===== config.mk =====
export PLATFORM = sky130hd
export DESIGN_NAME = sac_front
export DESIGN_NICKNAME = d
export VERILOG_FILES = /design/src/hdl/sac_pkg.sv /design/src/hdl/sac_front.sv
export SDC_FILE = /design/constraint.sdc
export NUM_CORES = 2
export LEC_CHECK = 0
export ABC_AREA = 1
export BUFFER_PORTS_ARGS = -buffer_cell sky130_fd_sc_hd__buf_2
export CAP_MARGIN = 20
export CORE_UTILIZATION = 35
export DETAILED_ROUTE_END_ITERATION = 6
export SLEW_MARGIN = 20
export SYNTH_ARGS = -nofsm -noshare
export SYNTH_HDL_FRONTEND = slang
export SYNTH_SLANG_ARGS = --single-unit

===== constraint.sdc =====
create_clock -name aclk -period 21.7 [get_ports aclk]
set_clock_uncertainty 0.2 [all_clocks]
set_input_delay 4.34 -clock aclk [delete_from_list [all_inputs] [get_ports aclk]]
set_output_delay 4.34 -clock aclk [all_outputs]
set_load 0.005 [all_outputs]

===== src/hdl/sac_pkg.sv =====
// ----------------------------------------------------------------------------
// sac_pkg
// Shared types and constants for the swept box collision core.
// ----------------------------------------------------------------------------
`default_nettype none

package sac_pkg;

    localparam int FRAC_BITS_DEF   = 8;
    localparam int COORD_WIDTH_DEF = 24;

    localparam int STEP_W     = 16;
    localparam logic [STEP_W-1:0] STEP_RESET = 16'd1092;

    localparam int HIT_W      = 17;
    localparam int NORM_W     = 2;
    localparam int OUT_W      = 24;   // 22 payload bits padded to bytes

    // time values: 16 fractional bits, saturated to +-2.0, infinities at +-4.0
    localparam int TIME_W     = 20;
    localparam int TIME_FRAC  = 16;
    localparam int QUOT_W     = 17;
    localparam int DIV_STEPS  = 16;
    localparam int DIV_LAT    = DIV_STEPS + 2;
    localparam int EDGE_SHIFT = 15;

    localparam logic signed [TIME_W-1:0] T_ONE = 20'sd65536;
    localparam logic signed [TIME_W-1:0] T_SAT = 20'sd131072;
    localparam logic signed [TIME_W-1:0] T_INF = 20'sd262144;

    typedef logic signed [NORM_W-1:0] norm_t;
    localparam norm_t NORM_POS  = 2'sb01;
    localparam norm_t NORM_NEG  = 2'sb11;
    localparam norm_t NORM_ZERO = 2'sb00;

    typedef struct packed {
        logic broad;        // swept bound touches the other box
        logic overlap_now;
        logic dx_zero;
        logic dx_neg;
        logic dy_zero;
        logic dy_neg;
        logic xin_zero;
        logic xin_neg;
        logic yin_zero;
        logic yin_neg;
        logic xin_thin;     // |x entry distance| below one pixel
        logic yin_thin;
    } side_t;

endpackage

`default_nettype wire


===== src/hdl/sac_front.sv =====
// ----------------------------------------------------------------------------
// sac_front
// Edges, relative displacement, broadphase and divider operands (4 stages).
// ----------------------------------------------------------------------------
`default_nettype none

module sac_front #(
    parameter int COORD_WIDTH = sac_pkg::COORD_WIDTH_DEF,
    parameter int FRAC_BITS   = sac_pkg::FRAC_BITS_DEF
) (
    input  wire logic                          aclk,
    input  wire logic                          en,
    input  wire logic [sac_pkg::STEP_W-1:0]    step_time,
    input  wire logic signed [COORD_WIDTH-1:0] mover_x,
    input  wire logic signed [COORD_WIDTH-1:0] mover_y,
    input  wire logic [COORD_WIDTH-1:0]        mover_width,
    input  wire logic [COORD_WIDTH-1:0]        mover_height,
    input  wire logic signed [COORD_WIDTH-1:0] mover_vel_x,
    input  wire logic signed [COORD_WIDTH-1:0] mover_vel_y,
    input  wire logic signed [COORD_WIDTH-1:0] other_x,
    input  wire logic signed [COORD_WIDTH-1:0] other_y,
    input  wire logic [COORD_WIDTH-1:0]        other_width,
    input  wire logic [COORD_WIDTH-1:0]        other_height,
    input  wire logic signed [COORD_WIDTH-1:0] other_vel_x,
    input  wire logic signed [COORD_WIDTH-1:0] other_vel_y,
    output logic [COORD_WIDTH+16:0]            xin_mag,
    output logic [COORD_WIDTH+16:0]            xout_mag,
    output logic [COORD_WIDTH+16:0]            yin_mag,
    output logic [COORD_WIDTH+16:0]            yout_mag,
    output logic [COORD_WIDTH+16:0]            dx_mag,
    output logic [COORD_WIDTH+16:0]            dy_mag,
    output logic                               xin_qneg,
    output logic                               xout_qneg,
    output logic                               yin_qneg,
    output logic                               yout_qneg,
    output sac_pkg::side_t                     side
);
    import sac_pkg::*;

    localparam int EW = COORD_WIDTH + 2;    // edge, one extra fraction bit
    localparam int VW = COORD_WIDTH + 1;    // velocity difference
    localparam int DW = COORD_WIDTH + 3;    // edge difference
    localparam int MW = COORD_WIDTH + 17;   // magnitude width
    localparam int SW = MW + 1;             // scaled signed width
    localparam logic [63:0] PIXEL = 64'd1 << (FRAC_BITS + TIME_FRAC);

    // stage 1
    logic signed [EW-1:0] ml_reg, mr_reg, mt_reg, mb_reg;
    logic signed [EW-1:0] ol_reg, or_reg, ot_reg, ob_reg;
    logic signed [VW-1:0] dvx_reg, dvy_reg;
    // stage 2
    logic signed [SW-1:0] dx2_reg, dy2_reg;
    logic signed [DW-1:0] ol_mr_reg, or_ml_reg, ot_mb_reg, ob_mt_reg;
    // stage 3
    logic signed [SW-1:0] xin_reg, xout_reg, yin_reg, yout_reg, dx3_reg, dy3_reg;
    logic                 broad_reg, ovl_reg;

    logic signed [EW-1:0] mx2, my2, ox2, oy2;
    logic signed [EW-1:0] mw_e, mh_e, ow_e, oh_e;
    logic signed [SW-1:0] s_ol_mr, s_or_ml, s_ot_mb, s_ob_mt;
    logic signed [SW-1:0] dx_lo, dx_hi, dy_lo, dy_hi;
    logic                 broad_next, ovl_next;
    logic [MW-1:0]        axin, ayin;

    always_comb begin
        mx2  = {mover_x[COORD_WIDTH-1], mover_x, 1'b0};
        my2  = {mover_y[COORD_WIDTH-1], mover_y, 1'b0};
        ox2  = {other_x[COORD_WIDTH-1], other_x, 1'b0};
        oy2  = {other_y[COORD_WIDTH-1], other_y, 1'b0};
        mw_e = $signed({2'b00, mover_width});
        mh_e = $signed({2'b00, mover_height});
        ow_e = $signed({2'b00, other_width});
        oh_e = $signed({2'b00, other_height});
    end

    always_ff @(posedge aclk) begin
        if (en) begin
            ml_reg  <= mx2 - mw_e;
            mr_reg  <= mx2 + mw_e;
            mt_reg  <= my2 - mh_e;
            mb_reg  <= my2 + mh_e;
            ol_reg  <= ox2 - ow_e;
            or_reg  <= ox2 + ow_e;
            ot_reg  <= oy2 - oh_e;
            ob_reg  <= oy2 + oh_e;
            dvx_reg <= VW'(mover_vel_x) - VW'(other_vel_x);
            dvy_reg <= VW'(mover_vel_y) - VW'(other_vel_y);
        end
    end

    always_ff @(posedge aclk) begin
        if (en) begin
            dx2_reg   <= dvx_reg * $signed({1'b0, step_time});
            dy2_reg   <= dvy_reg * $signed({1'b0, step_time});
            ol_mr_reg <= DW'(ol_reg) - DW'(mr_reg);
            or_ml_reg <= DW'(or_reg) - DW'(ml_reg);
            ot_mb_reg <= DW'(ot_reg) - DW'(mb_reg);
            ob_mt_reg <= DW'(ob_reg) - DW'(mt_reg);
        end
    end

    always_comb begin
        s_ol_mr = {ol_mr_reg, {EDGE_SHIFT{1'b0}}};
        s_or_ml = {or_ml_reg, {EDGE_SHIFT{1'b0}}};
        s_ot_mb = {ot_mb_reg, {EDGE_SHIFT{1'b0}}};
        s_ob_mt = {ob_mt_reg, {EDGE_SHIFT{1'b0}}};
        dx_lo   = dx2_reg[SW-1] ? dx2_reg : '0;
        dx_hi   = dx2_reg[SW-1] ? '0 : dx2_reg;
        dy_lo   = dy2_reg[SW-1] ? dy2_reg : '0;
        dy_hi   = dy2_reg[SW-1] ? '0 : dy2_reg;
        broad_next = !(dx_lo > s_or_ml || dx_hi < s_ol_mr ||
                       dy_lo > s_ob_mt || dy_hi < s_ot_mb);
        ovl_next   = or_ml_reg >= 0 && ol_mr_reg <= 0 &&
                     ob_mt_reg >= 0 && ot_mb_reg <= 0;
    end

    always_ff @(posedge aclk) begin
        if (en) begin
            xin_reg   <= dx2_reg[SW-1] ? s_or_ml : s_ol_mr;
            xout_reg  <= dx2_reg[SW-1] ? s_ol_mr : s_or_ml;
            yin_reg   <= dy2_reg[SW-1] ? s_ob_mt : s_ot_mb;
            yout_reg  <= dy2_reg[SW-1] ? s_ot_mb : s_ob_mt;
            dx3_reg   <= dx2_reg;
            dy3_reg   <= dy2_reg;
            broad_reg <= broad_next;
            ovl_reg   <= ovl_next;
        end
    end

    function automatic logic [MW-1:0] mag(input logic signed [SW-1:0] v);
        logic signed [SW-1:0] n;
        n = -v;
        return v[SW-1] ? n[MW-1:0] : v[MW-1:0];
    endfunction

    always_comb begin
        axin = mag(xin_reg);
        ayin = mag(yin_reg);
    end

    // stage 4: divider operands
    always_ff @(posedge aclk) begin
        if (en) begin
            xin_mag   <= axin;
            xout_mag  <= mag(xout_reg);
            yin_mag   <= ayin;
            yout_mag  <= mag(yout_reg);
            dx_mag    <= mag(dx3_reg);
            dy_mag    <= mag(dy3_reg);
            xin_qneg  <= xin_reg[SW-1] != dx3_reg[SW-1];
            xout_qneg <= xout_reg[SW-1] != dx3_reg[SW-1];
            yin_qneg  <= yin_reg[SW-1] != dy3_reg[SW-1];
            yout_qneg <= yout_reg[SW-1] != dy3_reg[SW-1];
            side.broad       <= broad_reg;
            side.overlap_now <= ovl_reg;
            side.dx_zero     <= dx3_reg == 0;
            side.dx_neg      <= dx3_reg[SW-1];
            side.dy_zero     <= dy3_reg == 0;
            side.dy_neg      <= dy3_reg[SW-1];
            side.xin_zero    <= xin_reg == 0;
            side.xin_neg     <= xin_reg[SW-1];
            side.yin_zero    <= yin_reg == 0;
            side.yin_neg     <= yin_reg[SW-1];
            side.xin_thin    <= {{(64-MW){1'b0}}, axin} < PIXEL;
            side.yin_thin    <= {{(64-MW){1'b0}}, ayin} < PIXEL;
        end
    end

endmodule

`default_nettype wire


Word-level counts from Yosys, hierarchy flattened
Cells that the tools add are included.
{"block": "totals", "reg_bits": 966, "latchBits": 0, "ramBits": 0, "romBits": 0, "input_bits": 306, "output_inout_bits": 262, "elab_cells": 107, "memories": 0}
{"block": "op_classes", "n_addsub": 20, "multipliers": 2, "div_mod_pow": 0, "order_cmp": 10, "n_eq_ne": 4, "shifts": 0, "mux": 14, "n_bitwise": 0, "reduce_logical": 11}
{"cell": "41-bit 2-to-1 mux", "n": 8}
{"cell": "42-bit 2-to-1 mux", "n": 6}
{"cell": "41-bit negator", "n": 6}
{"cell": "42-bit logical NOT", "n": 4}
{"cell": "26-bit by 26-bit subtractor with 27-bit output", "n": 4}
{"cell": "25-bit by 25-bit adder with 26-bit output", "n": 4}
{"cell": "25-bit by 25-bit subtractor with 26-bit output", "n": 4}
{"cell": "42-bit greater-than comparator", "n": 2}
{"cell": "42-bit less-than comparator", "n": 2}
{"cell": "25-bit by 17-bit multiplier with 42-bit output", "n": 2}
{"cell": "41-bit by 25-bit less-than comparator with 1-bit output (second input constant)", "n": 2}
{"cell": "27-bit by 1-bit greater-or-equal comparator with 1-bit output (second input constant)", "n": 2}
{"cell": "27-bit by 1-bit <= comparator with 1-bit output (second input constant)", "n": 2}
{"cell": "24-bit by 24-bit subtractor with 25-bit output", "n": 2}
{"cell": "1-bit != test", "n": 4}
{"cell": "1-bit logical AND", "n": 3}
{"cell": "1-bit logical OR", "n": 3}
{"cell": "1-bit logical NOT", "n": 1}

Longest topological paths before layout
{"block": "depth", "depth_word": 6, "depth_mapped": 27, "mapped_depth_nobuf": 25}

Worst setup path before layout
Ideal clock, no wire load.
{"block": "synth_timing", "path_kind": "input to register", "from": "input port step_time[2] (netlist name)", "to": "register dy2_reg[41], data pin", "setup_ps": 254, "arrival_ps": 9507, "required_ps": 21246, "path_slack_ps": 11739, "path_stages": 20, "path_buffers": 2, "path_cell_list": "clkbuf_1 -> clkbuf_1 -> nand2_1 -> fa_1 -> fa_1 -> inv_1 -> fa_1 -> fa_1 -> fa_1 -> inv_1 -> fa_1 -> inv_1 -> ha_1 -> nand2_1 -> nor2_1 -> inv_1 -> nor4_2 -> nand3_1 -> nand4_1 -> nand2_1"}
{"block": "synth_via", "elab_chain_len": 1}
{"element": "start, declared", "line_no": "sac_front.sv:13", "rtl": "input wire logic [sac_pkg::STEP_W-1:0] step_time,"}
{"element": "25-bit by 17-bit multiplier with 42-bit output", "line_no": "sac_front.sv:94", "rtl": "dy2_reg <= dvy_reg * $signed({1'b0, step_time});"}
{"element": "end signal, assigned", "line_no": "sac_front.sv:94"}
{"element": "end, declared", "line_no": "sac_front.sv:52", "rtl": "logic signed [SW-1:0] dx2_reg, dy2_reg;"}
Every way passes these cells.
A chain may end at the register's enable or synchronous reset.

Worst setup path after layout
{"block": "layout_timing", "from": "input port step_time[2] (netlist name)", "to": "register dy2_reg[39], data pin"}
Same word-level chain as after synthesis.

==> impl_results.md <==
- Outcome: finished, final reports clean
- CP dominant cell by count: fa_1
- Count of final setup violators: 0
- Final WS setup: 11.57 ns
- Clk slew on worst S/H paths: around 0.060 ns
- DR WL/cell: around 18 um
- Final worst path period share: a little under half
- Main synth FF type: edfxtp_1
- DIE AREA: between 200000 and 300000 um2
- WL final: about 250000 um
- Pre-Repair DR Iteration Count: 6
- Cts hold-fix bufs: 0
- First-pass GRT wire length: between 300000 and 400000 um
- Max Cap Viol: 0
- Adder-cell share of the synthesized area: approximately 28%
- Crit Path Class: input port to flop
- Max stage delay on crit path: around 0.79 ns
- Top Family by Delay on Critical Path: adder cells
- DR iter-0 viols: roughly 4700
- Slew headroom: 29.5%
- Cell variety after synth: 63
- Simple-Gate Fraction of Synth Area: 17.6%
- Final Slew Violations: 0
- Post-synth EDFFs: between 800 and 900
- Post-synthesis mux area share: 0%
- Ys async rst share: 0%
- Synth top area share: about 29%
- Final #Nets: about 13000
- RSZ-0062 raised after global routing: false
- GRT overflow: 0
- Main combinational cell family by area after synthesis: adder cells
- GPL Wtd Cong: 0.958
- Register bit count reported by yosys: between 800 and 900
- Hpwl dp: 209000 um
- H-tree depth: 3
- Synthesized cell area: 86900 um2
- DR vias/cell: 4.74
- Row count: around 180
- Drt drc: 0
- Post-CTS setup repair buffer count: 0
- Maximum buffer depth of the clock tree: 3
- Initial antenna violation count: 4
- Worst setup SP type: input port
- Xor and xnor area share after synthesis: 5.17%
- P&R area growth vs syn: 10.1%
- PostCTS Resize Cnt: 0
- Worst r2r src: dvx_reg[12]
- Min Tclk post-route: around 10 ns
- Design Area, Final: 95600 um2
- Layout cells sized above 1: ~7.5%
- Syn. warnings: 0
- Cells after synthesis: between 10000 and 15000
- Compound-Gate Fraction of Synth Area: 8.06%
- CTS Sinks: roughly 840
- CP Capture Type: flop
- Core ar.: roughly 250000 um2
- Worst hold path class: flop to flop
- Post-Syn Area per Cell: between 8 and 9 um2
- Worst path required time: 21.96 ns
- Crit path max fanout: 50
- Die Height: about 500 um
- Largest net degree at the start of global routing: between 150 and 200
- Final TNS setup: 0 ns
- Buffer and inverter count on the worst path: 6
- GRT Overall Usage: between 20% and 30%
- Post-route ant nets: 0
- Synth area leader: edfxtp_1
- CP max-delay cell: fa_1
- Number of port buffers: 507
- Register area share after synthesis: between 20 and 30%
- I/O Pins: 568
- Worst Min Path Start: ovl_reg
- Clk Latency, worst-skew pair: roughly 0.76 ns
- Fmax: around 99 MHz
- Place WS: 10.86 ns
- Worst Max-Slew Pin Slew: roughly 1.0 ns
- Placed Area: 92400 um2
- Cells along the critical path: buf_2, buf_4, nand2_1, fa_1, fa_1, inv_1, fa_1, fa_1, fa_1, inv_1, fa_1, inv_1, ha_1, inv_1, o21ai_0, nor2_1, a21boi_0, nor2_1, nor3_1, nand3_1, nand2_1, nand2_1
- TritonCTS buffer count: 95
- Hold Fails Final Rpt: 0
- Worst Path Arrival: 10.39 ns
- Die X: ~500 um
- Initial core utilization: around a third
- Root buf cell: clkbuf_16
- TritonCTS clock tree: done
- Largest cells by area after synthesis: edfxtp_1, fa_1, inv_1
- Worst setup path startpoint: step_time[2]
- Via count: 67700
- Number of global-route vias before repair: approximately 69000
- Fillers: ~25000
logic make-up (layout without fill, tap and decap cells):
family	count (synthesis)	after routing
and+or+nand+nor	3688	3688
buffers and inverters	2827	3183
adders and majority gates	1446	1446
AOI/OAI and AO/OA	1239	1239
DFF	836	836
xor gates and xnor gates	513	513
other	1	73
cell usage after synthesis (6+ instances only):
cell and number:
o31ai_1 9, o211ai_1 32, nand3b_1 16, a31oi_1 35
nand2_1 2237, a21o_1 50, a211oi_1 12, o21ai_1 50
buf_2 47, fa_1 796, nor3_1 111, xor2_1 384
buf_4 65, edfxtp_1 836, nor3_2 16, a21oi_2 12
and3_1 10, inv_2 22, nand3_1 346, nor4_1 56
a221oi_1 12, nand2_2 16, o21bai_1 59, nor2_2 25
clkbuf_1 239, inv_1 2446, ha_1 650, o21ai_2 6
nor2_1 723, o21ai_0 390, o21a_1 20, xnor2_1 129
nand4_1 97, a21oi_1 521
layout by cell type, fill, tap and decap left out, types with 129 or more instances in the layout:
| master | n |
|---|---|
| edfxtp_1 | 836 |
| nand3_1 | 346 |
| xnor2_1 | 129 |
| ha_1 | 650 |
| nand2_1 | 2237 |
| a21oi_1 | 521 |
| inv_1 | 2446 |
| o21ai_0 | 390 |
| fa_1 | 796 |
| nor2_1 | 723 |
| xor2_1 | 384 |
| buf_2 | 506 |
layout make-up:
cell class | count | area [um2] | share of cell area [%]
sequential | 836 | 25100 | 26.2
multi-input combinational | 6946 | 51100 | 53.4
timing repair buffer | 542 | 2830 | 2.96
clock inverter | 63 | 743 | 0.777
antenna | 13 | 32.5 | 0.0340
clock buffer | 110 | 2430 | 2.54
tap | 3312 | 4140 | 4.33
inverter | 2468 | 9260 | 9.69
stage by stage:
stage               std cells  hold slack [ns]  util (%)
floorplan               10600            0.200         -
global placement        14100            0.230      37.5
detailed placement      14100            0.230      37.5
CTS                     14300            0.245      38.8
global route            14300            0.255      38.8
finish                  14300            0.242      38.8
path summary, 6_finish.rpt:
check                end  slack, ns  cells after the start
max          dy2_reg[39]      11.57                     22
min             side[10]       0.24                      0
max reg2reg  dx2_reg[19]      15.10                     17
min reg2reg     side[10]       0.24                      0
metal layers:
layer  vias up  GRT usage, %  share of wire (%)
met3       388          1.85                4.0
met4         0          9.46                4.9
met1     32200          24.9                 42
met2      1788          36.1                 49
li1      33400             -                  -
met5         -             0                  0
Power is left out: the tool's default activity adds up to more than one toggle a clock period on the data nets, which glitch-free logic cannot reach.
