File: src/hdl/sac_pkg.sv
// ----------------------------------------------------------------------------
// sac_pkg
// Shared types and constants for the swept box collision core.
// ----------------------------------------------------------------------------
`default_nettype none

package sac_pkg;

    localparam int FRAC_BITS_DEF   = 8;
    localparam int COORD_WIDTH_DEF = 24;

    localparam int STEP_W     = 16;
    localparam logic [STEP_W-1:0] STEP_RESET = 16'd1092;

    localparam int HIT_W      = 17;
    localparam int NORM_W     = 2;
    localparam int OUT_W      = 24;   // 22 payload bits padded to bytes

    // time values: 16 fractional bits, saturated to +-2.0, infinities at +-4.0
    localparam int TIME_W     = 20;
    localparam int TIME_FRAC  = 16;
    localparam int QUOT_W     = 17;
    localparam int DIV_STEPS  = 16;
    localparam int DIV_LAT    = DIV_STEPS + 2;
    localparam int EDGE_SHIFT = 15;

    localparam logic signed [TIME_W-1:0] T_ONE = 20'sd65536;
    localparam logic signed [TIME_W-1:0] T_SAT = 20'sd131072;
    localparam logic signed [TIME_W-1:0] T_INF = 20'sd262144;

    typedef logic signed [NORM_W-1:0] norm_t;
    localparam norm_t NORM_POS  = 2'sb01;
    localparam norm_t NORM_NEG  = 2'sb11;
    localparam norm_t NORM_ZERO = 2'sb00;

    typedef struct packed {
        logic broad;        // swept bound touches the other box
        logic overlap_now;
        logic dx_zero;
        logic dx_neg;
        logic dy_zero;
        logic dy_neg;
        logic xin_zero;
        logic xin_neg;
        logic yin_zero;
        logic yin_neg;
        logic xin_thin;     // |x entry distance| below one pixel
        logic yin_thin;
    } side_t;

endpackage

`default_nettype wire

File: src/hdl/sac_resolve.sv
// ----------------------------------------------------------------------------
// sac_resolve
// Entry/exit interval test, face normal and overlap fallback (2 stages).
// ----------------------------------------------------------------------------
`default_nettype none

module sac_resolve (
    input  wire logic                              aclk,
    input  wire logic                              en,
    input  wire logic signed [sac_pkg::TIME_W-1:0] xe_q,
    input  wire logic signed [sac_pkg::TIME_W-1:0] xx_q,
    input  wire logic signed [sac_pkg::TIME_W-1:0] ye_q,
    input  wire logic signed [sac_pkg::TIME_W-1:0] yx_q,
    input  wire sac_pkg::side_t                    side,
    output logic [sac_pkg::HIT_W-1:0]              hit_time,
    output sac_pkg::norm_t                         normal_x,
    output sac_pkg::norm_t                         normal_y,
    output logic                                   already_overlapping
);
    import sac_pkg::*;

    logic signed [TIME_W-1:0] xe, xx, ye, yx, te, tx;
    logic                     miss;

    always_comb begin
        xe   = side.dx_zero ? -T_INF : xe_q;
        xx   = side.dx_zero ?  T_INF : xx_q;
        ye   = side.dy_zero ? -T_INF : ye_q;
        yx   = side.dy_zero ?  T_INF : yx_q;
        te   = xe > ye ? xe : ye;
        tx   = xx < yx ? xx : yx;
        miss = !side.broad || te > tx || (xe < 0 && ye < 0) ||
               xe > T_ONE || ye > T_ONE;
    end

    logic signed [TIME_W-1:0] te_reg;
    logic                     xfirst_reg, miss_reg;
    side_t                    side_reg;

    always_ff @(posedge aclk) begin
        if (en) begin
            te_reg     <= te;
            xfirst_reg <= xe > ye;
            miss_reg   <= miss;
            side_reg   <= side;
        end
    end

    logic  hit;
    norm_t nx, ny;

    always_comb begin
        nx  = NORM_ZERO;
        ny  = NORM_ZERO;
        hit = !miss_reg && te_reg != T_ONE;
        if (xfirst_reg) begin
            hit = hit && !side_reg.yin_thin;
            // touching face: normal opposes the motion
            if (side_reg.xin_zero) begin
                nx = side_reg.dx_neg ? NORM_POS : NORM_NEG;
            end else begin
                nx = side_reg.xin_neg ? NORM_POS : NORM_NEG;
            end
        end else begin
            hit = hit && !side_reg.xin_thin;
            if (side_reg.yin_zero) begin
                ny = side_reg.dy_neg ? NORM_POS : NORM_NEG;
            end else begin
                ny = side_reg.yin_neg ? NORM_POS : NORM_NEG;
            end
        end
    end

    always_ff @(posedge aclk) begin
        if (en) begin
            if (hit) begin
                hit_time            <= te_reg[HIT_W-1:0];
                normal_x            <= nx;
                normal_y            <= ny;
                already_overlapping <= 1'b0;
            end else begin
                hit_time            <= side_reg.overlap_now ? '0 : T_ONE[HIT_W-1:0];
                normal_x            <= NORM_ZERO;
                normal_y            <= NORM_ZERO;
                already_overlapping <= side_reg.overlap_now;
            end
        end
    end

endmodule

`default_nettype wire

File: config.mk
export PLATFORM = sky130hd
export DESIGN_NAME = sac_resolve
export DESIGN_NICKNAME = d
export VERILOG_FILES = /design/src/hdl/sac_pkg.sv /design/src/hdl/sac_resolve.sv
export SDC_FILE = /design/constraint.sdc
export NUM_CORES = 1
export LEC_CHECK = 0
export ABC_CLOCK_PERIOD_IN_PS = 14700
export BUFFER_PORTS_ARGS = -buffer_cell sky130_fd_sc_hd__buf_4
export CORE_MARGIN = 5
export CORE_UTILIZATION = 58
export DETAILED_ROUTE_END_ITERATION = 16
export PLACE_DENSITY = 0.84
export SLEW_MARGIN = 5
export SYNTH_ARGS = -nofsm -noshare
export SYNTH_HDL_FRONTEND = slang
export SYNTH_SLANG_ARGS = --single-unit
File: constraint.sdc
create_clock -name aclk -period 14.7 [get_ports aclk]
set_clock_uncertainty 0.1 [all_clocks]
set_input_delay 1.47 -clock aclk [delete_from_list [all_inputs] [get_ports aclk]]
set_output_delay 1.47 -clock aclk [all_outputs]
set_load 0.005 [all_outputs]
Word-level counts from Yosys, hierarchy flattened
Index checks and enable logic that the tools add are counted.
{"block": "classes", "n_addsub": 0, "multipliers": 0, "n_div": 0, "n_lt_le_gt_ge": 7, "n_eq_ne": 1, "shifts": 0, "mux": 15, "bitwise": 1, "reduce_logical": 14}
{"op": "two-way mux 20 bit", "n": 6}
{"op": "greater-than comparator 20 x 18 -> 1 bit, second input constant", "n": 2}
{"op": "greater-than comparator 20 bit", "n": 2}
{"op": "less-than comparator 20 x 1 -> 1 bit, second input constant", "n": 2}
{"op": "two-way mux 17 bit", "n": 2}
{"op": "less-than comparator 20 bit", "n": 1}
{"op": "inequality test 20 x 18 -> 1 bit, second input constant", "n": 1}
{"op": "two-way mux 2 bit", "n": 6}
{"op": "logical AND 1 bit", "n": 4}
{"op": "zero test 1 bit", "n": 4}
{"op": "logical OR 1 bit", "n": 4}
{"op": "AND reduction 2 bit", "n": 1}
{"op": "OR reduction 2 bit", "n": 1}
{"op": "two-way mux 1 bit", "n": 1}
{"op": "inverter 1 bit", "n": 1}
{"block": "word_totals", "regBits": 53, "latchBits": 0, "ram_bits": 0, "rom_bits": 0, "input_bits": 94, "output_inout_bits": 22, "n_memories": 0}

Logic depth before layout (Yosys ltp)
Gate-level depths: netlist of the first run.
{"block": "depth", "word_depth": 8, "ltp_mapped": 22}

Least setup slack after synthesis of the first run
Ideal clock, no wire load.
{"block": "synth_path", "path_type": "input-to-reg", "from": "in side[7] in the netlist's numbering", "to": "reg miss_reg, data pin", "arrival_ns": 5.546, "slack_ns": 8.787, "cell_stages": 20, "n_path_buf": 3, "cell_sequence": "clkbuf_1 -> inv_1 -> clkbuf_1 -> buf_1 -> nand2_1 -> ha_1 -> a21o_1 -> nand3_1 -> a211oi_1 -> or4_4 -> o31a_1 -> nor3_4 -> mux2_1 -> ha_1 -> nand4_1 -> or2_2 -> nor2_1 -> nand2_1 -> a31oi_1 -> o211ai_1"}
{"block": "synth_between", "elab_chain_len": 8, "word_cells_on_any_way": 14, "cone_classes": "order compare (5); mux (4); reduce/logical (5)"}
{"item": "from (decl)", "line": "sac_resolve.sv:14", "source": "input wire sac_pkg::side_t side,"}
{"item": "two-way mux 20 bit (*)", "line": "sac_resolve.sv:28", "source": "ye = side.dy_zero ? -T_INF : ye_q;"}
{"item": "greater-than comparator 20 bit", "line": "sac_resolve.sv:30", "source": "te = xe > ye ? xe : ye;"}
{"item": "two-way mux 20 bit (*)", "line": "sac_resolve.sv:30"}
{"item": "net te[19]", "line": "sac_resolve.sv:22", "source": "logic signed [TIME_W-1:0] xe, xx, ye, yx, te, tx;"}
{"item": "greater-than comparator 20 bit (*)", "line": "sac_resolve.sv:32", "source": "miss = !side.broad || te > tx || (xe < 0 && ye < 0) ||"}
{"item": "logical OR 1 bit (*) (3 in a row)", "line": "sac_resolve.sv:32"}
{"item": "logical OR 1 bit (*)", "line": "sac_resolve.sv:33", "source": "xe > T_ONE || ye > T_ONE;"}
{"item": "net miss", "line": "sac_resolve.sv:23", "source": "logic miss;"}
{"item": "to (signal assigned)", "line": "sac_resolve.sv:44", "source": "miss_reg <= miss;"}
{"item": "to (decl)", "line": "sac_resolve.sv:37", "source": "logic xfirst_reg, miss_reg;"}
Mark *: on every way through the listed nets, which the timed path passes. The rest lies on a longest branch.
A chain may end at the register's enable or synchronous reset.

Worst setup path after layout of the first run
Same ends and word-level chain as after synthesis.

==> results.yml, run 1 <==
outcome:
  status: "completed"
die:
  core-area_sq_mm: 0.00729
  num_rows: 31
  design.die.area_sq_mm: 0.00937
  floorplan.die.width_um: 96.8
  floorplan.die.height_um: 96.8
  ios: 116
  start_util_pct: 60.0
clock_network:
  clock_latency_ns: 0.30
  cts_max_level: 2
  post_cts_buffers: 0
  cts_root_buffer: "sky130_fd_sc_hd__clkbuf_8"
  clk_pin_slew_worst_paths_ns: 0.09
  post_cts_resize_count: 0
  cts_tree: "yes"
  max_root_sink_buffers: 2
  postCtsHoldBufs: 0
  numCtsBuffers: 5
  cts.sinks: 53
timing:
  setup_violations: 0
  report.final.slew_viol_count: 0
  final_critical_path_setup_slack_ns: 8.53
  rsz0062_at_grt: "false"
  hold_ws_ns: 0.468
  max_slew.worst_pin.slew_ns: 0.933
  min_period_ns: 6.17
  max_freq_mhz: 162
  final.period_utilization_pct: 42.0
  hold_viol: 0
  slew_margin_rel_pct: 37.8
  setup_tns_ns: 0
drt:
  drc: 0
  postRouteWirelength_mm: 10.6
  detailroute.via_count: 3659
  count_of_nets_left_with_antenna_violations_after_detail_routing: 0
  detail_route.wl_per_cell_um: 16.3
  post_dr_vias_cell: 5.65
  detail_route.iter0.violations: 156
  first_drt_pass_iteration_count: 4
global_route:
  antenna_found_initial: 0
  grt_pass1_vias: 3602
  grt_start_max_net_pins: 54
  aggregate_global_routing_overflow: 0
  grt_first_pass_wirelength_mm: 16.9
  groute.usage.overall_pct: 22.0
place:
  dp.cells: 640
  dp_worst_setup_slack_ns: 8.25
  finalWeightedCongestion: 0.909
  placed_area_sq_mm: 0.00530
  post-dp-hpwl_mm: 8.91
  place.port_buffers: 115
power_and_ir_drop:
  p_leak_nw: 2.61
  power.ir.vdd_worst_uv: 44.7
  p_per_area_mw_per_mm2: 80.1
synthesis:
  synth_top_area_share_pct: 36.4
  synthMostInstantiatedCell: "sky130_fd_sc_hd__ha_1"
  post_synth_most_frequent_cells: "sky130_fd_sc_hd__ha_1 (58), sky130_fd_sc_hd__edfxtp_1 (53), sky130_fd_sc_hd__inv_1 (45)"
  synth_seq_area_share_pct: 36.4
  post_synthesis_async_set_or_reset_flop_share_pct: 0
  yosys.area.top_type: "sky130_fd_sc_hd__edfxtp_1"
  postSynthAreaPerCell_sq_um: 9.96
  netlist_top_cells_area: "sky130_fd_sc_hd__edfxtp_1 (36%), sky130_fd_sc_hd__ha_1 (17%), sky130_fd_sc_hd__mux2i_1 (8.9%)"
  number_of_register_bits_inferred_by_synthesis: 53
  postSynthCellCount: 439
  postSynth.topFlopCell: "sky130_fd_sc_hd__edfxtp_1"
  syn-cell-area_sq_mm: 0.00437
  total_of_warnings_raised_by_yosys: 0
  synthesis.nets: 591
  synth_edf_count: 53
  synthDistinctLibCells: 44
worst_setup_path:
  cp_data_arrival_time_ns: 6.12
  worstSetupStartpointType: "input pin"
  path_depth: 18
  critical_path.max_fanout: 26
  path_class: "input pin to flop"
  r2r_start: "te_reg[1]"
  worstSetupEndpoint: "miss_reg"
  crit_path_cell_trace: "buf_4 > inv_1 > nand2_1 > ha_1 > a21o_1 > nand3_1 > a211oi_1 > or4_4 > o31a_1 > nor3_4 > buf_4 > mux2i_1 > ha_1 > a21o_1 > a21oi_1 > o21ai_0 > a31oi_1 > o211ai_1"
  worstRegToRegCells: 6
  critPathRequiredTime_ns: 14.65
  critical_path.n_buffers_inverters: 3
  critPathCaptureType: "flop"
  critical_path.slowest_cell: "sky130_fd_sc_hd__inv_1"
  crit_path_max_incr_delay_ns: 0.50
  cpLargestDelayFamily: "compound AO/OA/AOI/OAI gates"
  worstReg2RegEnd: "hit_time[16]"
  critical_path.startpoint: "side[7]"
  r2r_setup_slack_ns: 12.43
finish:
  n_antenna_cell: 0
  largest_register_ffs: 20
  net_total_in_the_final_layout: 700
  post_route_cells_drive_above_1_share_pct: 24.6
  syn_to_final_growth_pct: 23.9
  final_cell_area_sq_mm: 0.00542
  fin_cells: 648
worst_hold_path:
  timing.hold.worst.class: "flop to flop"
  worstHoldStart: "te_reg[10]"
run:
  cap_violations: 0
## where the power goes
part | leakage [nW] | switching (mW) | total [mW] | internal, mW
clock network | 0.0543 | 0.0447 | 0.0956 | 0.0509
logic | 2.02 | 0.0761 | 0.148 | 0.0723
registers | 0.532 | 0.00538 | 0.190 | 0.185
total | 2.61 | 0.126 | 0.434 | 0.308
## kinds of logic (layout without fill, tap and decap cells)
family / Yosys count / count (layout) / share of synthesized area [%]
AO/OA/AOI/OAI: 67 / 67 / 10.1
buffers and inverters: 60 / 170 / 5.58
multiplexers: 42 / 42 / 9.70
adder cells (fa/ha/maj): 58 / 58 / 16.6
flip-flops: 53 / 53 / 36.4
AND/OR/NAND/NOR: 158 / 158 / 21.4
XOR/XNOR: 1 / 1 / 0.200
## placed cells by master (no fill, tap or decap), types with 3 or more instances in the layout
cell                       synthesis  layout
sky130_fd_sc_hd__buf_4             0     117
sky130_fd_sc_hd__ha_1             58      58
sky130_fd_sc_hd__edfxtp_1         53      53
sky130_fd_sc_hd__inv_1            45      45
sky130_fd_sc_hd__nor2b_1          41      41
sky130_fd_sc_hd__mux2i_1          39      39
sky130_fd_sc_hd__nand2_1          24      24
sky130_fd_sc_hd__nand2b_1         20      20
sky130_fd_sc_hd__a21oi_1          20      20
sky130_fd_sc_hd__a21o_1           17      17
sky130_fd_sc_hd__and2_1           17      17
sky130_fd_sc_hd__nor2_1           13      13
sky130_fd_sc_hd__nor4_1           13      13
sky130_fd_sc_hd__nand4_1          12      12
sky130_fd_sc_hd__o21ai_0          10      10
sky130_fd_sc_hd__nand3_1           6       6
sky130_fd_sc_hd__clkbuf_8          0       5
sky130_fd_sc_hd__a31oi_1           3       3
sky130_fd_sc_hd__nor3_1            3       3
sky130_fd_sc_hd__o31a_1            3       3
## per-stage QoR
| stage | utilization (%) | power (mW) |
|---|---|---|
| 6_report | 74.3 | 0.434 |
| 3_5_place_dp | 72.7 | 0.341 |
| 2_1_floorplan | - | 0.285 |
| 3_3_place_gp | 72.7 | 0.335 |
| 4_1_cts | 74.3 | 0.436 |
| 5_1_grt | 74.3 | 0.461 |
## layout make-up
type | instances | area, sq um
inverters | 45 | 169
clock inverters | 3 | 46.3
repair buffers | 117 | 878
well taps | 99 | 124
flip-flops and latches | 53 | 1590
multi-input cells | 326 | 2540
clock buffers | 5 | 68.8
fillers | 534 | 1870
## per-layer routing
layer	track usage (%)	vias up	routed length, um
li1	-	1800	-
met1	26.0	1684	4220
met2	39.5	144	5330
met3	3.88	31	673
met4	8.21	0	360
met5	0	-	0
## worst min path at each step
stage                   endpoint  cells after the start
global placement    hit_time[14]                      1
finish              hit_time[10]                      1
CTS                  hit_time[2]                      1
floorplan           hit_time[10]                      1
detailed placement   hit_time[4]                      1
global route         hit_time[2]                      1
## worst reg2reg max path: cells and delay by family (launching register included)
kind             cells  cell delay, ns
AO/OA/AOI/OAI        3            0.75
AND/OR/NAND/NOR      3            0.71
flip-flops           1            0.43
No activity file was read; power rests on OpenSTA's default activity.
==> run 2, diff against run 1 <==
Settings changed: ABC_AREA from default to 1, ABC_CLOCK_PERIOD_IN_PS 14700 to 5650, CORE_UTILIZATION 58 to 49, PLACE_DENSITY 0.84 to 0.74.
Clock period 14.7 ns to 5.65 ns, I/O delays scaled along.
==> run 2 against run 1 <==
Net effect: first-iteration DRC count is 130% higher; clock power grew to 2.7 times the previous value; die area is 23% higher; wire length is 17% higher; largest cell class unchanged.
==> results.yml, run 2 <==
place:
  dp_worst_setup_slack_ns: 0.881
  post-dp-hpwl_mm: 10.2
  finalWeightedCongestion: 0.910
  place.port_buffers: 115
synthesis:
  number_of_register_bits_inferred_by_synthesis: 53
  total_of_warnings_raised_by_yosys: 0
  synth_edf_count: 53
  postSynthCellCount: 645
  netlist_top_cells_area: "sky130_fd_sc_hd__edfxtp_1 (34%), sky130_fd_sc_hd__nand2_1 (17%), sky130_fd_sc_hd__ha_1 (16%)"
  postSynthAreaPerCell_sq_um: 7.19
  synthesis.nets: 797
  yosys.area.top_type: "sky130_fd_sc_hd__edfxtp_1"
  synth_seq_area_share_pct: 34.3
  postSynth.topFlopCell: "sky130_fd_sc_hd__edfxtp_1"
  post_synthesis_async_set_or_reset_flop_share_pct: 0
  synth_top_area_share_pct: 34.3
  synthMostInstantiatedCell: "sky130_fd_sc_hd__nand2_1"
  post_synth_most_frequent_cells: "sky130_fd_sc_hd__nand2_1 (215), sky130_fd_sc_hd__inv_1 (104), sky130_fd_sc_hd__nor2_1 (73)"
  synthDistinctLibCells: 35
  syn-cell-area_sq_mm: 0.00464
clock_network:
  cts_tree: "yes"
  post_cts_resize_count: 0
  clock_latency_ns: 0.31
  clk_pin_slew_worst_paths_ns: 0.09
  max_root_sink_buffers: 2
  cts_max_level: 2
  post_cts_buffers: 0
  cts_root_buffer: "sky130_fd_sc_hd__clkbuf_8"
  numCtsBuffers: 5
  cts.sinks: 53
  postCtsHoldBufs: 0
power_and_ir_drop:
  p_per_area_mw_per_mm2: 216
  power.ir.vdd_worst_uv: 131
  p_leak_nw: 3.16
  finalPower_mw: 1.23
drt:
  post_dr_vias_cell: 5.14
  detailroute.via_count: 4512
  first_drt_pass_iteration_count: 4
  detail_route.wl_per_cell_um: 14.1
  postRouteWirelength_mm: 12.4
  count_of_nets_left_with_antenna_violations_after_detail_routing: 0
  drc: 0
  detail_route.iter0.violations: 359
timing:
  rsz0062_at_grt: "false"
  report.final.slew_viol_count: 0
  final_critical_path_setup_slack_ns: 1.13
  slew_margin_rel_pct: 47.0
  max_freq_mhz: 221
  final.period_utilization_pct: 79.9
  hold_viol: 0
  setup_tns_ns: 0
  max_slew.worst_pin.slew_ns: 0.793
  min_period_ns: 4.52
  setup_violations: 0
die:
  core-area_sq_mm: 0.00924
  floorplan.die.height_um: 107
  ios: 116
  num_rows: 35
  floorplan.die.width_um: 107
  design.die.area_sq_mm: 0.0115
  start_util_pct: 50.2
worst_setup_path:
  worstSetupStartpointType: "input pin"
  cpLargestDelayFamily: "simple AND/OR/NAND/NOR gates"
  critical_path.slowest_cell: "sky130_fd_sc_hd__nand3_2"
  critical_path.startpoint: "side[9]"
  critical_path.max_fanout: 23
  cell_occurring_most_often_along_the_worst_timing_path: "sky130_fd_sc_hd__nand2_1"
  critPathRequiredTime_ns: 5.61
  critical_path.n_buffers_inverters: 6
  r2r_start: "te_reg[13]"
  cp_data_arrival_time_ns: 4.48
  crit_path_cell_trace: "buf_4 > inv_2 > nand2_1 > ha_1 > inv_2 > nand4_1 > or2_1 > clkinv_1 > nand2_1 > nor2_1 > nand4_1 > buf_4 > nand3_2 > nand2_1 > nand2_1 > ha_1 > inv_1 > nor3_1 > and3_1 > nand2_1 > nand4_1 > nand2_1 > nand2_1 > nand2_1"
  worstRegToRegCells: 6
  critPathCaptureType: "flop"
  path_class: "input pin to flop"
  r2r_setup_slack_ns: 3.58
  crit_path_max_incr_delay_ns: 0.42
  path_depth: 24
finish:
  syn_to_final_growth_pct: 22.1
  post_route_cells_drive_above_1_share_pct: 18.4
  net_total_in_the_final_layout: 900
  largest_register_ffs: 20
  layout_common_cells: "sky130_fd_sc_hd__nand2_1 (215), sky130_fd_sc_hd__buf_4 (118), sky130_fd_sc_hd__inv_1 (104)"
  n_antenna_cell: 0
  layout_commonest_cell: "sky130_fd_sc_hd__nand2_1"
global_route:
  grt_pass1_vias: 4294
  groute.usage.overall_pct: 21.5
  aggregate_global_routing_overflow: 0
  grt_start_max_net_pins: 54
  grt_first_pass_wirelength_mm: 20.1
  antenna_found_initial: 0
worst_hold_path:
  worstHoldStart: "side[1]"
  hold_depth: 1
  timing.hold.worst.class: "input pin to flop"
outcome:
  status: "completed"
run:
  cap_violations: 0
==> run 2: path summary, 6_finish.rpt <==
kind	endpoint
setup / recovery	miss_reg
hold / removal	side_reg[1]
setup reg to reg	hit_time[16]
hold reg to reg	already_overlapping
==> run 2: final cells by class <==
class	instances	area (sq um)
Clock buffer	5	68.8
Inverter	108	405
Clock inverter	3	43.8
Multi-Input combinational cell	462	2510
Fill cell	843	3580
Timing Repair Buffer	118	886
Sequential cell	53	1590
Tap cell	129	161
==> run 2: cell families (layout without fill, tap and decap cells) <==
| kind of cell | after synthesis | in the layout | synth area share, % |
|---|---|---|---|
| AND/OR/NAND/NOR | 358 | 358 | 32.8 |
| AO/OA/AOI/OAI | 44 | 44 | 5.13 |
| adder cells (fa/ha/maj) | 58 | 58 | 15.6 |
| flip-flops | 53 | 53 | 34.3 |
| buffers and inverters | 130 | 234 | 11.6 |
| multiplexers | 2 | 2 | 0.486 |
==> run 2: power breakdown <==
group          leakage [nW]  switching (mW)  internal (mW)
registers             0.531          0.0133          0.483
logic                  2.57           0.288          0.188
clock network        0.0585           0.121          0.133
total                  3.16           0.422          0.804
==> run 2: stage by stage <==
stage / instance area, sq um / hold WS (ns) / util, % / cells
6_report: 5660 / 0.330 / 61.3 / 878
5_1_grt: 5660 / 0.306 / 61.3 / 878
4_1_cts: 5660 / 0.318 / 61.3 / 878
3_5_place_dp: 5550 / 0.428 / 60.1 / 870
3_3_place_gp: 5550 / 0.437 / 60.1 / 870
2_1_floorplan: 4640 / 0.402 / - / 645
==> run 2: routing by layer <==
metal | global-route usage [%] | vias to the layer above | share of wire (%)
li1 | - | 2300 | -
met1 | 29.0 | 1980 | 44
met4 | 7.58 | 0 | 2.8
met3 | 3.42 | 26 | 8.2
met5 | 0 | - | 0
met2 | 34.9 | 206 | 45
==> run 3, diff against run 2 <==
Settings changed: ABC_CLOCK_PERIOD_IN_PS 5650 to 4700, CORE_UTILIZATION 49 to 55, PLACE_DENSITY 0.74 to 0.79.
Clock period 5.65 ns to 4.7 ns, I/O delays scaled along.
==> run 3 against run 2 <==
Net effect: die area shrank 9.9%; critical path depth shrank 3; non-clock buffer count grew 3; final cell count shrank 2.4%; combinational power grew 21%; register-to-register slack lost 0.96 ns; critical endpoint unchanged; largest cell class unchanged; largest power group unchanged.
==> results.yml, run 3 (synthesis gave the netlist of run 2 again) <==
outcome:
  status: "completed"
power_and_ir_drop:
  p_per_area_mw_per_mm2: 252
  net_switching_power_figure_mw: 0.504
  pwr-share-clk_pct: 17.1
  cell_internal_pwr_mw: 0.912
  seq_power_share_pct: 42.2
  power.ir.vdd_worst_uv: 158
  p_sw_share_pct: 35.6
  p_leak_nw: 3.16
  combinationalPowerShare_pct: 40.7
place:
  finalWeightedCongestion: 0.976
  post-dp-hpwl_mm: 10.2
  place.port_buffers: 115
  placed_area_sq_mm: 0.00554
  dp.cells: 849
  dp_worst_setup_slack_ns: 0.0747
die:
  floorplan.die.height_um: 102
  design.die.area_sq_mm: 0.0104
  start_util_pct: 56.4
  ios: 116
  num_rows: 33
  core-area_sq_mm: 0.00822
  floorplan.die.width_um: 102
drt:
  post_dr_vias_cell: 5.34
  highest_layer: "met4"
  detail_route.wl_per_cell_um: 14.3
  postRouteWirelength_mm: 12.3
  count_of_nets_left_with_antenna_violations_after_detail_routing: 0
  detailroute.via_count: 4573
  met1_layer_wirelength_in_the_final_routing_mm: 5.03
  dr_wl_met2_mm: 5.96
  detail_route.iter0.violations: 294
  drc: 0
  first_drt_pass_iteration_count: 5
  met3_routed_wirelength_mm: 1.04
timing:
  setup_tns_ns: 0
  max_freq_mhz: 230
  rsz0062_at_grt: "false"
  slew_margin_rel_pct: 48.9
  max_slew.worst_pin.slew_ns: 0.765
  final.period_utilization_pct: 92.6
  report.final.slew_viol_count: 0
  hold_viol: 0
  setup_violations: 0
  min_period_ns: 4.35
  final_critical_path_setup_slack_ns: 0.349
global_route:
  grt_first_pass_wirelength_mm: 19.7
  antenna_found_initial: 0
  grt_pass1_vias: 4376
  groute.usage.overall_pct: 23.6
  grt_start_max_net_pins: 54
  aggregate_global_routing_overflow: 0
clock_network:
  cts_max_level: 2
  postCtsHoldBufs: 0
  cts_root_buffer: "sky130_fd_sc_hd__clkbuf_8"
  clk_pin_slew_worst_paths_ns: 0.09
  cts.sinks: 53
  clock_latency_ns: 0.30
  cts_tree: "yes"
  post_cts_buffers: 0
  post_cts_resize_count: 0
  max_root_sink_buffers: 2
  numCtsBuffers: 5
finish:
  layout_common_cells: "sky130_fd_sc_hd__nand2_1 (215), sky130_fd_sc_hd__buf_4 (121), sky130_fd_sc_hd__inv_1 (104)"
  largest_register_ffs: 20
  fin_cells: 857
  num-fill-cells: 729
  net_total_in_the_final_layout: 903
  layout_commonest_cell: "sky130_fd_sc_hd__nand2_1"
  post_route_cells_drive_above_1_share_pct: 18.6
  final_cell_area_sq_mm: 0.00563
  syn_to_final_growth_pct: 21.4
  finalCoreUtilization_pct: 68.5
  n_antenna_cell: 0
worst_setup_path:
  crit_path_max_incr_delay_ns: 0.39
  critical_path.max_fanout: 20
  critPathCaptureType: "flop"
  critPathRequiredTime_ns: 4.66
  critical_path.n_buffers_inverters: 4
  cell_occurring_most_often_along_the_worst_timing_path: "sky130_fd_sc_hd__nand2_1"
  worstSetupStartpointType: "input pin"
  cp_data_arrival_time_ns: 4.31
  path_class: "input pin to flop"
  crit_path_cell_trace: "buf_4 > inv_2 > buf_4 > nand2_1 > ha_1 > nand2_1 > nor4_4 > nand4_1 > nand3_1 > nand2_1 > nand2_1 > nand2_1 > ha_1 > inv_1 > nor3_1 > and3_1 > nand2_1 > nand4_1 > nand2_1 > nand2_1 > nand2_1"
  critical_path.slowest_cell: "sky130_fd_sc_hd__nand2_1"
  cpLargestDelayFamily: "simple AND/OR/NAND/NOR gates"
worst_hold_path:
  timing.hold.worst.class: "input pin to flop"
run:
  cap_violations: 0
==> run 3: cell count changes in the layout (fill, tap and decap cells not counted) <==
cell,change
sky130_fd_sc_hd__buf_4,+3
sky130_fd_sc_hd__clkinv_4,+1
sky130_fd_sc_hd__inv_6,-1
sky130_fd_sc_hd__clkinv_1,+1
sky130_fd_sc_hd__bufinv_16,-1
==> run 3: per-layer routing <==
layer  up-vias  GRT usage [%]
met5         -              0
met4         0           5.85
met3        25           3.21
met2       204           41.4
met1      2046           30.9
li1       2298              -
==> run 3: final timing paths <==
kind | slack, ns | start | cells after the start | to
max | 0.35 | side[7] | 21 | miss_reg
max reg2reg | 2.62 | te_reg[13] | 6 | hit_time[16]
min reg2reg | 0.46 | te_reg[2] | 2 | hit_time[2]
min | 0.25 | side[1] | 1 | side_reg[1]
==> run 3: layout make-up <==
cell class                      instances  area [sq um]  area share (%)
Inverter                              108           405            7.20
Sequential cell                        53          1590            28.3
Tap cell                              105           131            2.33
Timing Repair Buffer                  121           908            16.1
Clock inverter                          3          17.5           0.311
Clock buffer                            5          68.8            1.22
Multi-Input combinational cell        462          2510            44.5
==> run 3: metrics by stage <==
stage / power, mW / hold slack, ns
after floorplan: 0.986 / 0.402
after global placement: 1.16 / 0.433
after detailed placement: 1.18 / 0.439
after CTS: 1.42 / 0.244
after global routing: 1.52 / 0.233
final: 1.42 / 0.249
==> run 3: power by group through the flow <==
stage               registers (mW)  clock network (mW)  logic, mW
floorplan                    0.606                   0      0.380
global placement             0.607                   0      0.551
detailed placement           0.610                   0      0.568
CTS                          0.599               0.245      0.571
global route                 0.603               0.266      0.652
finish                       0.598               0.242      0.576
==> run 3: worst register-to-register path, cell delays in order (launching register included) <==
cell and delay, ns:
sky130_fd_sc_hd__edfxtp_1 0.41, sky130_fd_sc_hd__nor4_1 0.38, sky130_fd_sc_hd__nand4_1 0.15, sky130_fd_sc_hd__nand3_1 0.57, sky130_fd_sc_hd__nand2_1 0.10, sky130_fd_sc_hd__inv_1 0.10
sky130_fd_sc_hd__nor2_1 0.04
